**config.mk**
```make
export PLATFORM = sky130hd
export DESIGN_NAME = tfms_eval
export DESIGN_NICKNAME = d
export VERILOG_FILES = /design/src/tfms_pkg.sv /design/src/tfms_eval.sv
export SDC_FILE = /design/constraint.sdc
export NUM_CORES = 1
export LEC_CHECK = 0
export BUFFER_PORTS_ARGS = -buffer_cell sky130_fd_sc_hd__buf_2
export CAP_MARGIN = 20
export CELL_PAD_IN_SITES_DETAIL_PLACEMENT = 1
export CELL_PAD_IN_SITES_GLOBAL_PLACEMENT = 2
export CORE_MARGIN = 1.5
export CORE_UTILIZATION = 35
export DETAILED_ROUTE_END_ITERATION = 16
export PLACE_DENSITY_LB_ADDON = 0.25
export SYNTH_ARGS = -nofsm -noshare
export SYNTH_HDL_FRONTEND = slang
export SYNTH_SLANG_ARGS = --single-unit
```
**constraint.sdc**
```tcl
create_clock -name clk -period 7.34 [get_ports clk]
set_input_delay 1.468 -clock clk [delete_from_list [all_inputs] [get_ports clk]]
set_output_delay 1.468 -clock clk [all_outputs]
set_load 0.01 [all_outputs]
```
**src/tfms_pkg.sv**
```systemverilog
// Shared types, codes and defaults for the tolerance-filtered minimum stress search.
// No dependencies; imported by every module of the block.
package tfms_pkg;

  localparam int TFMS_DEPTH = 1024;

  localparam logic [1:0] FN_CLEAR  = 2'd0;
  localparam logic [1:0] FN_APPEND = 2'd1;
  localparam logic [1:0] FN_QUERY  = 2'd2;

  localparam logic [1:0] ST_OK   = 2'd0;
  localparam logic [1:0] ST_NONE = 2'd1;
  localparam logic [1:0] ST_FULL = 2'd2;

  localparam logic CFG_E_TOL  = 1'b0;
  localparam logic CFG_NU_TOL = 1'b1;

  localparam logic [15:0] E_TOL_RESET  = 16'd13107;
  localparam logic [14:0] NU_TOL_RESET = 15'd819;

  typedef struct packed {
    logic [31:0] e;
    logic [15:0] nu;
    logic [31:0] stress;
  } entry_t;

  typedef struct packed {
    logic start;
    logic valid;
  } eval_ctl_t;

  typedef struct packed {
    logic busy;
    logic found;
  } eval_stat_t;

endpackage

```
**src/tfms_eval.sv**
```systemverilog
// Shared evaluation unit: tolerance test of one entry per cycle and running minimum.
// Depends on tfms_pkg for the entry layout and the control structs.
module tfms_eval import tfms_pkg::*; #(
  parameter int IDX_W = 10
) (
  input  logic               clk,
  input  logic               rst,
  input  eval_ctl_t          ctl,
  input  entry_t             entry,
  input  logic [IDX_W-1:0]   entry_idx,
  input  logic [31:0]        target_e,
  input  logic [15:0]        target_nu,
  input  logic [47:0]        lim,
  input  logic [14:0]        nu_tol,
  output eval_stat_t         stat,
  output logic [IDX_W-1:0]   best_idx,
  output logic [31:0]        best_stress
);

  logic             a_valid;
  logic [31:0]      a_de;
  logic [15:0]      a_adn;
  logic [IDX_W-1:0] a_idx;
  logic [31:0]      a_stress;
  logic             found;

  logic signed [16:0] dn;
  logic [16:0]        dn_abs;
  logic               qual;

  // Stage A: absolute differences.
  always_comb begin
    dn     = $signed({entry.nu[15], entry.nu}) - $signed({target_nu[15], target_nu});
    dn_abs = dn[16] ? 17'(-dn) : 17'(dn);
  end

  always_ff @(posedge clk) begin
    if (rst || ctl.start) begin
      a_valid <= 1'b0;
    end else begin
      a_valid <= ctl.valid;
    end
    a_de     <= (entry.e >= target_e) ? entry.e - target_e : target_e - entry.e;
    a_adn    <= dn_abs[15:0];
    a_idx    <= entry_idx;
    a_stress <= entry.stress;
  end

  // Stage B: both tolerance tests, then a strict less-than so the first equal entry stays.
  assign qual = ({a_de, 16'd0} <= lim) && (a_adn <= {1'b0, nu_tol});

  always_ff @(posedge clk) begin
    if (rst || ctl.start) begin
      found <= 1'b0;
    end else if (a_valid && qual && (!found || a_stress < best_stress)) begin
      found <= 1'b1;
    end
    if (!ctl.start && a_valid && qual && (!found || a_stress < best_stress)) begin
      best_idx    <= a_idx;
      best_stress <= a_stress;
    end
  end

  assign stat.busy  = a_valid;
  assign stat.found = found;

endmodule

```
# Yosys cells after proc, flatten, opt, wreduce, memory -nomap -nowiden
# Index checks and enable logic that the tools add are counted.
dict set report totals {
  latchBits 0
  out_inout_bits 44
  n_memories 0
  regBits 134
  ramBits 0
  in_bits 205
  rom_bits 0
}
dict set report classes {
  n_div 0
  n_reduce_logical 10
  muxes 2
  shift 0
  add_sub_neg 4
  n_eq_ne 0
  n_bitwise 0
  n_lt_le_gt_ge 4
  multipliers 0
}
# cell count
set ops {}
lappend ops {{32-bit subtractor} 2}
lappend ops {{48-bit <= comparator} 1}
lappend ops {{32-bit greater-or-equal comparator} 1}
lappend ops {{32-bit < comparator} 1}
lappend ops {{32-bit 2-to-1 mux} 1}
lappend ops {{16-bit by 16-bit subtractor with 17-bit output} 1}
lappend ops {{16-bit by 15-bit <= comparator with 1-bit output} 1}
lappend ops {{16-bit 2-to-1 mux} 1}
lappend ops {{16-bit negation} 1}
lappend ops {{1-bit logical AND} 6}
lappend ops {{1-bit logical NOT} 2}
lappend ops {{1-bit logical OR} 2}

# Depth between registers and ports, before layout
# Gate-level depths: netlist (run 1).
dict set report depth {
  word_depth 4
  ltp_mapped 14
  mapped_depth_nobuf 13
}

# Worst setup path after synthesis (run 1)
# Ideal clock, no wire load.
dict set report synth_timing {
  path_kind {input-to-reg}
  start {input port lim[46]}
  end {register best_idx[0] (enable)}
  path_stages 11
  path_slack_ns 2.602
  arrival_ns 4.341
  path_cell_list {inv_1 ha_1 nand3_1 nor2_1 nand2_1 or4_1 nor4_1 or2_2 o22ai_1 nor4b_1 o211a_1}
}
dict set report synth_between {
  elab_chain_cells 4
}
# element line_no
set synth_rtl {}
lappend synth_rtl {{start: declaration} tfms_eval.sv:13} ;# input logic [47:0] lim,
lappend synth_rtl {{48-bit <= comparator} tfms_eval.sv:50} ;# assign qual = ({a_de, 16'd0} <= lim) && (a_adn <= {1'b0, nu_tol});
lappend synth_rtl {{1-bit logical AND} tfms_eval.sv:50}
lappend synth_rtl {{1-bit logical AND (2 in series)} tfms_eval.sv:58} ;# if (!ctl.start && a_valid && qual && (!found || a_stress < best_stress)) begin
lappend synth_rtl {{end signal: assignment} tfms_eval.sv:59} ;# best_idx <= a_idx;
lappend synth_rtl {{end: declaration} tfms_eval.sv:16} ;# output logic [IDX_W-1:0] best_idx,
# No other way between the ends.
# A chain may end at the register's enable or synchronous reset.

# Worst setup path after layout (run 1)
dict set report layout_timing {
  start {input port lim[19]}
  end {register best_idx[7] (enable)}
}
# The elaborated chain is that of the path after synthesis.

==> summary.json, run 1 <==
{
  "worst_setup_path": {
    "reg2reg_from": "a_de[3]",
    "worst-r2r-setup-slack_ps": 3170,
    "critical_path.max_fanout": 26,
    "worst-endpoint-arrival_ps": 5110,
    "critPathRequiredTime_ps": 7440,
    "timing.setup.critical_path_class": "in2reg",
    "worstSetupEndpointType": "flip-flop",
    "worstSetupEndpoint": "best_idx[7]",
    "reg2reg_depth": 9,
    "r2r_end": "best_idx[7]",
    "crit_start": "lim[19]",
    "critical_path.startpoint_type": "input port"
  },
  "timing": {
    "skew_ps": 9.09,
    "setup_tns_ps": 0,
    "fin_crit_sh_pct": 68.2,
    "fin_crit_ps": 5010,
    "setup_repair_after_global_routing_missed_its_margin": "false",
    "relative_slew_slack_pct": 30.1,
    "hold_violations": 0,
    "setup_viol": 0,
    "worst_pin_slew_ps": 1050,
    "fmax_mhz": 200,
    "finalMaxSlewViolations": 0
  },
  "logic_synthesis": {
    "synthDominantCellAreaShare_pct": 20.0,
    "synth_cell_types": 70,
    "synth.cell_area_um2": 9870,
    "main_combinational_cell_family_by_area_after_synthesis": "compound AO/OA/AOI/OAI gates",
    "synth_area_leaders": "ha_1, dfxtp_1, edfxtp_1, inv_1, a21o_1",
    "yosysWarningCount": 0,
    "synth_fp_nets": 1484,
    "synth-xor-area-share_pct": 4.79,
    "synthArstFlopShare_pct": 0,
    "synth_compound_gate_area_share_pct": 22.2,
    "synth_sequential_area_ratio_pct": 31.5,
    "yosysMostFrequentCell": "inv_1",
    "muxShareOfSynthArea_pct": 0.850,
    "yosys_register_bits": 134,
    "synth_edf_count": 42,
    "synth_top_cell_by_area": "ha_1",
    "ys.flop_type": "dfxtp_1",
    "netlist_instances": 1118,
    "post_synth_and_or_nand_nor_area_fraction_pct": 11.8,
    "post_synth_most_frequent_cells": "inv_1, ha_1, a21oi_1",
    "yosys.area_share.adder_pct": 20.6,
    "synthesis.area_per_instance_um2": 8.82
  },
  "floorplanning": {
    "die_width_um": 171,
    "placementRows": 61,
    "core-area_um2": 27800,
    "boundary_pin_count": 249,
    "die_height_um": 171,
    "die_area_um2": 29200,
    "starting_utilization_of_the_core_area_pct": 35.5
  },
  "power": {
    "power.net_switching_w": 0.000827,
    "power_share_of_the_combinational_group_pct": 29.8,
    "worst_ir_drop_vdd_uv": 128,
    "cellLeakagePower_nw": 6.18,
    "seq_pwr_share_pct": 35.9,
    "cell_internal_pwr_w": 0.00167,
    "share_clk_of_total_power_pct": 34.3,
    "pwr_density_cell_nw_per_um2": 207,
    "p_sw_share_pct": 33.1
  },
  "global_routing": {
    "grt_start_max_net_pins": 27,
    "first_pass_grt_wire_length_um": 45700,
    "number_of_antenna_violations_at_the_first_check_in_global_routing": 9,
    "groute.layer.met2.usage_pct": 33.3,
    "overflow": 0,
    "groute.layer.met1.usage_pct": 26.8,
    "globalRouteTotalUtil_pct": 20.1,
    "global_route.usage.met3_pct": 3.63,
    "first_global_vias": 8854,
    "grt_most_used_layer": "met2"
  },
  "drt": {
    "wl_um": 29000,
    "wl_per_cell_um": 16.5,
    "final_antenna_net_count": 0,
    "post_route_drc_violation_count": 0,
    "via_per_inst": 5.01,
    "first_pass_detailed_route_iteration_total": 4,
    "vias": 8767,
    "detailedRoute.firstIterationViolations": 350
  },
  "cts": {
    "cts-resized-gates": 0,
    "cts_buffers": 17,
    "postCtsHoldBufs": 0,
    "htree_num_levels": 4,
    "post_cts.repair.setup_buffers": 0,
    "clock_tree_from_tritoncts": "done",
    "clk_latency_ps": 420,
    "cts_root_buf": "clkbuf_16",
    "clkTransAtPathRegs_ps": 60,
    "clock_sinks": 134,
    "ctsLongestPathBuffers": 2
  },
  "layout": {
    "multiInputGateArea_um2": 5950,
    "final.fill_count": 3392,
    "areaGrowthSynthToFinish_pct": 22.3,
    "design_area_um2": 12100,
    "num-nets-final": 1720,
    "area_used_by_sequential_logic_in_the_layout_um2": 3100,
    "drive_gt1_share_pct": 21.9
  },
  "outcome": {
    "outcome": "finished clean"
  },
  "place": {
    "place.gp.congestion": 0.848,
    "port-buffer-count": 248,
    "dp_hpwl_um": 24500,
    "placedInstanceArea_um2": 11400
  },
  "worst_hold_path": {
    "worstHoldPathType": "reg2reg"
  },
  "job": {
    "timing.max_cap.violations": 0
  }
}
[power groups by stage]
stage,registers (W),logic (W),clock network (W)
after CTS,0.000900,0.000753,0.000879
after floorplan,0.000896,0.000520,0
after global routing,0.000907,0.000846,0.000908
after global placement,0.000914,0.000727,0
final,0.000899,0.000744,0.000857
after detailed placement,0.000916,0.000744,0
[cells in the final DEF, fill, tap and decap left out, drive strengths merged, types with 8 or more instances in the layout]
cell type / count
a21o: 67
xor2: 21
a211oi: 21
ha: 158
a31oi: 8
nand3: 13
nand2b: 11
o21ai: 62
o21a: 13
xnor2: 33
or3: 8
nor3: 12
nand2: 43
dfxtp: 92
a21oi: 99
o21bai: 13
edfxtp: 42
inv: 183
nor4: 13
clkbuf: 17
buf: 251
mux2i: 8
nor2b: 15
nand4: 20
nor2: 52
[worst min path at each step]
| stage | startpoint | to | slack, ps | depth (start not counted) |
|---|---|---|---|---|
| 6_report | a_idx[5] | best_idx[5] | 400 | 0 |
| 5_1_grt | a_idx[4] | best_idx[4] | 410 | 0 |
| 4_1_cts | a_idx[9] | best_idx[9] | 400 | 0 |
| 3_5_place_dp | a_idx[2] | best_idx[2] | 390 | 0 |
| 3_3_place_gp | a_idx[4] | best_idx[4] | 390 | 0 |
| 2_1_floorplan | a_idx[0] | best_idx[0] | 390 | 0 |
[registers in the layout, summed over array words and instances (netlist names)]
register     count
best_idx        10
a_idx           10
best_stress     32
found            1
a_adn           16
a_stress        32
a_de            32
a_valid          1
[stage by stage]
step                      util (%)  total power (W)  setup WS (ps)  std cells  hold WS [ps]
after global placement        41.2          0.00164           1940       1713           386
final                         43.4          0.00250           2330       1751           401
after floorplan                  -          0.00142           2600       1118           386
after CTS                     43.4          0.00253           2320       1745           405
after detailed placement      41.2          0.00166           1860       1713           390
after global routing          43.4          0.00266           2080       1750           412
[final cells by class]
| cell class | count | share of cell area, % |
|---|---|---|
| Multi-Input combinational cell | 776 | 49.4 |
| Sequential cell | 134 | 25.7 |
| Timing Repair Buffer | 251 | 10.5 |
| Inverter | 174 | 5.41 |
| Tap cell | 378 | 3.92 |
| Clock buffer | 17 | 3.53 |
| Clock inverter | 15 | 1.46 |
| Antenna cell | 6 | 0.124 |
[cell families after synthesis]
logic type,count (synthesis)
muxes,8
xor gates and xnor gates,54
AOI/OAI and AO/OA,335
and+or+nand+nor,218
adders and majority gates,161
DFF,134
buffers and inverters,208
[layer usage]
metal	vias up	part of all wire, %
li1	4416	-
met1	4108	47
met2	208	46
met3	29	5.0
met4	6	1.4
met5	-	0.14
[worst max-delay path, cell delays in order]
cell and delay (ps):
buf_2 80, inv_1 40, ha_1 290, nor4b_1 730
nand4_1 170, nor4_1 410, or2_2 190, o22ai_1 70
nor4b_1 520, o211a_2 760, buf_4 380
Note: power is estimated with default switching activity, not from simulation.
==> run 2: changes to the inputs <==
--- a/config.mk
+++ b/config.mk
@@ -5,12 +5,13 @@
 export SDC_FILE = /design/constraint.sdc
 export NUM_CORES = 1
 export LEC_CHECK = 0
+export ABC_AREA = 1
 export BUFFER_PORTS_ARGS = -buffer_cell sky130_fd_sc_hd__buf_2
 export CAP_MARGIN = 20
 export CELL_PAD_IN_SITES_DETAIL_PLACEMENT = 1
 export CELL_PAD_IN_SITES_GLOBAL_PLACEMENT = 2
 export CORE_MARGIN = 1.5
-export CORE_UTILIZATION = 35
+export CORE_UTILIZATION = 27
 export DETAILED_ROUTE_END_ITERATION = 16
 export PLACE_DENSITY_LB_ADDON = 0.25
 export SYNTH_ARGS = -nofsm -noshare
==> constraint.sdc (replaced) <==
create_clock -name clk -period 4.5 [get_ports clk]
set_input_delay 0.9 -clock clk [delete_from_list [all_inputs] [get_ports clk]]
set_output_delay 0.9 -clock clk [all_outputs]
set_load 0.01 [all_outputs]
==> run 2 against run 1 <==
  * Setup slack worse by 730 ps
  * Critical path depth down 1
  * Design area up 11%
  * Total power up 69%
  * Clock-buffer cell count up 1
  * Sequential cell count unchanged
  * Combinational power up 81%
  * Register-to-register slack worse by 1300 ps
  * Sequential share of layout area down 2.5 points
==> summary.json, run 2 <==
{
  "logic_synthesis": {
    "synth_area_leaders": "ha_1, dfxtp_1, nand2_1, edfxtp_1, inv_1",
    "synth.cell_area_um2": 11000,
    "post_synth_most_frequent_cells": "nand2_1, inv_1, ha_1",
    "synthesis.area_per_instance_um2": 6.91,
    "netlist_instances": 1593,
    "synth_top_cell_by_area": "ha_1",
    "ys.flop_type": "dfxtp_1",
    "synthArstFlopShare_pct": 0,
    "yosysMostFrequentCell": "nand2_1",
    "synthDominantCellAreaShare_pct": 18.0,
    "yosysWarningCount": 0,
    "synth_edf_count": 42,
    "synth_sequential_area_ratio_pct": 28.2,
    "synth_cell_types": 43,
    "synth_fp_nets": 1959,
    "yosys_register_bits": 134
  },
  "cts": {
    "post_cts.repair.setup_buffers": 0,
    "cts_root_buf": "clkbuf_16",
    "postCtsHoldBufs": 0,
    "clock_tree_from_tritoncts": "done",
    "ctsLongestPathBuffers": 2,
    "cts-resized-gates": 0,
    "clkTransAtPathRegs_ps": 60,
    "htree_num_levels": 4,
    "cts_buffers": 17,
    "clock_sinks": 134,
    "clk_latency_ps": 420
  },
  "layout": {
    "drive_gt1_share_pct": 16.8,
    "finish.utilization_pct": 33.5,
    "final.fill_count": 5104,
    "areaGrowthSynthToFinish_pct": 21.6,
    "largestRegisters": "a_de x32, a_stress x32, best_stress x32",
    "mostFrequentLayoutCells": "nand2_1, inv_1, buf_2",
    "mostFrequentLayoutCell": "nand2_1",
    "num-nets-final": 2199
  },
  "timing": {
    "worst_pin_slew_ps": 714,
    "hold_violations": 0,
    "skew_ps": 8.15,
    "finalMaxSlewViolations": 0,
    "relative_slew_slack_pct": 51.9,
    "fmax_mhz": 345,
    "fin_crit_sh_pct": 64.5,
    "setup_repair_after_global_routing_missed_its_margin": "false",
    "finalHoldWorstSlack_ps": 403,
    "crit_path_setup_slack_layout_ps": 1600,
    "setup_viol": 0,
    "fin_crit_ps": 2900,
    "setup_tns_ps": 0
  },
  "worst_setup_path": {
    "crit_start": "nu_tol[14]",
    "crit_family": "simple AND/OR/NAND/NOR gates",
    "crit_path_top_delay_cell": "buf_4",
    "critPathRequiredTime_ps": 4550,
    "reg2reg_depth": 11,
    "path_cells": "buf_2 > inv_1 > ha_1 > and3_1 > nor3b_1 > nand2_1 > a21boi_0 > nand3b_1 > nor2_4 > buf_4",
    "slowest_delay_ps": 470,
    "reg2reg_from": "a_de[31]",
    "critical_path.max_fanout": 42,
    "r2r_end": "best_idx[8]",
    "critical_path.startpoint_type": "input port",
    "timing.setup.critical_path_class": "in2reg",
    "worst-r2r-setup-slack_ps": 1870,
    "crit_buf_inv": 3,
    "worst-endpoint-arrival_ps": 2950,
    "worstSetupEndpointType": "flip-flop"
  },
  "place": {
    "dp_hpwl_um": 32700,
    "detailedPlace.worstSlack_ps": 1060,
    "place.gp.congestion": 0.865,
    "port-buffer-count": 248
  },
  "power": {
    "worst_ir_drop_vdd_uv": 207,
    "power_share_of_the_combinational_group_pct": 31.8,
    "p_sw_share_pct": 34.0,
    "share_clk_of_total_power_pct": 33.9,
    "pwr_density_cell_nw_per_um2": 317,
    "power.net_switching_w": 0.00144,
    "cell_internal_pwr_w": 0.00279,
    "seq_pwr_share_pct": 34.3,
    "cellLeakagePower_nw": 7.25
  },
  "floorplanning": {
    "die_width_um": 205,
    "boundary_pin_count": 249,
    "starting_utilization_of_the_core_area_pct": 27.5,
    "die_height_um": 205,
    "core-area_um2": 40000,
    "placementRows": 73,
    "die_area_um2": 42000
  },
  "drt": {
    "post_route_drc_violation_count": 0,
    "final_antenna_net_count": 0,
    "first_pass_detailed_route_iteration_total": 5,
    "wl_um": 37000,
    "detailedRoute.firstIterationViolations": 329,
    "via_per_inst": 4.47,
    "vias": 10611,
    "wl_per_cell_um": 15.6
  },
  "worst_hold_path": {
    "holdPathEnd": "best_idx[0]",
    "worstHoldPathType": "reg2reg",
    "hold_path.startpoint": "a_idx[0]",
    "worst_hold_path.num_cells": 0
  },
  "global_routing": {
    "overflow": 0,
    "first_pass_grt_wire_length_um": 58500,
    "grt_start_max_net_pins": 43,
    "first_global_vias": 11417,
    "globalRouteTotalUtil_pct": 17.8,
    "number_of_antenna_violations_at_the_first_check_in_global_routing": 2
  },
  "job": {
    "timing.max_cap.violations": 0
  },
  "outcome": {
    "outcome": "finished clean"
  }
}
[run 2: metrics by stage]
| step | power [W] | instances | cell area, µm² |
|---|---|---|---|
| after CTS | 0.00431 | 2371 | 13400 |
| after global routing | 0.00457 | 2371 | 13400 |
| after detailed placement | 0.00285 | 2339 | 12800 |
| final | 0.00424 | 2376 | 13400 |
| after floorplan | 0.00239 | 1593 | 11000 |
| after global placement | 0.00282 | 2339 | 12800 |
[run 2: final cells by class]
| class | count | area (µm²) | area share (%) |
|---|---|---|---|
| tap | 525 | 657 | 4.91 |
| antenna | 5 | 12.5 | 0.0935 |
| inverter | 283 | 1060 | 7.94 |
| timing repair buffer | 250 | 1260 | 9.38 |
| sequential | 134 | 3100 | 23.2 |
| clock buffer | 18 | 439 | 3.28 |
| clock inverter | 14 | 173 | 1.29 |
| multi-input combinational | 1147 | 6680 | 49.9 |
[run 2: cell families (layout without fill, tap and decap cells)]
logic type      Yosys count  in the layout  synth area share (%)
xor+xnor                 50             50                  3.98
fa+ha+maj               161            161                  18.5
flops                   134            134                  28.2
simple gates            687            687                  25.8
buf+inv                 312            565                  11.2
compound gates          249            249                  12.4
other cells               0              5                     0
[run 2: metal layers]
| metal | vias up | share of wire (%) | global-route usage [%] |
|---|---|---|---|
| met5 | - | 0 | 0 |
| met4 | 0 | 1.7 | 4.74 |
| met3 | 30 | 3.1 | 2.00 |
| met2 | 171 | 51 | 33.2 |
| met1 | 4856 | 45 | 21.4 |
| li1 | 5554 | - | - |
[run 2: worst max path at each step]
stage / endpoint / slack [ps] / cells past startpoint
2_1_floorplan: best_idx[0] / 300 / 8
3_3_place_gp: best_stress[7] / 1100 / 8
3_5_place_dp: best_stress[7] / 1060 / 13
4_1_cts: best_idx[0] / 1510 / 13
5_1_grt: best_stress[28] / 1320 / 13
6_report: best_idx[8] / 1600 / 10
[run 2: power groups by stage]
| stage | combinational [W] | clock [W] | sequential [W] |
|---|---|---|---|
| final | 0.00135 | 0.00144 | 0.00146 |
| after global routing | 0.00156 | 0.00154 | 0.00147 |
| after CTS | 0.00137 | 0.00148 | 0.00146 |
| after detailed placement | 0.00136 | 0 | 0.00149 |
| after global placement | 0.00133 | 0 | 0.00149 |
| after floorplan | 0.000934 | 0 | 0.00146 |
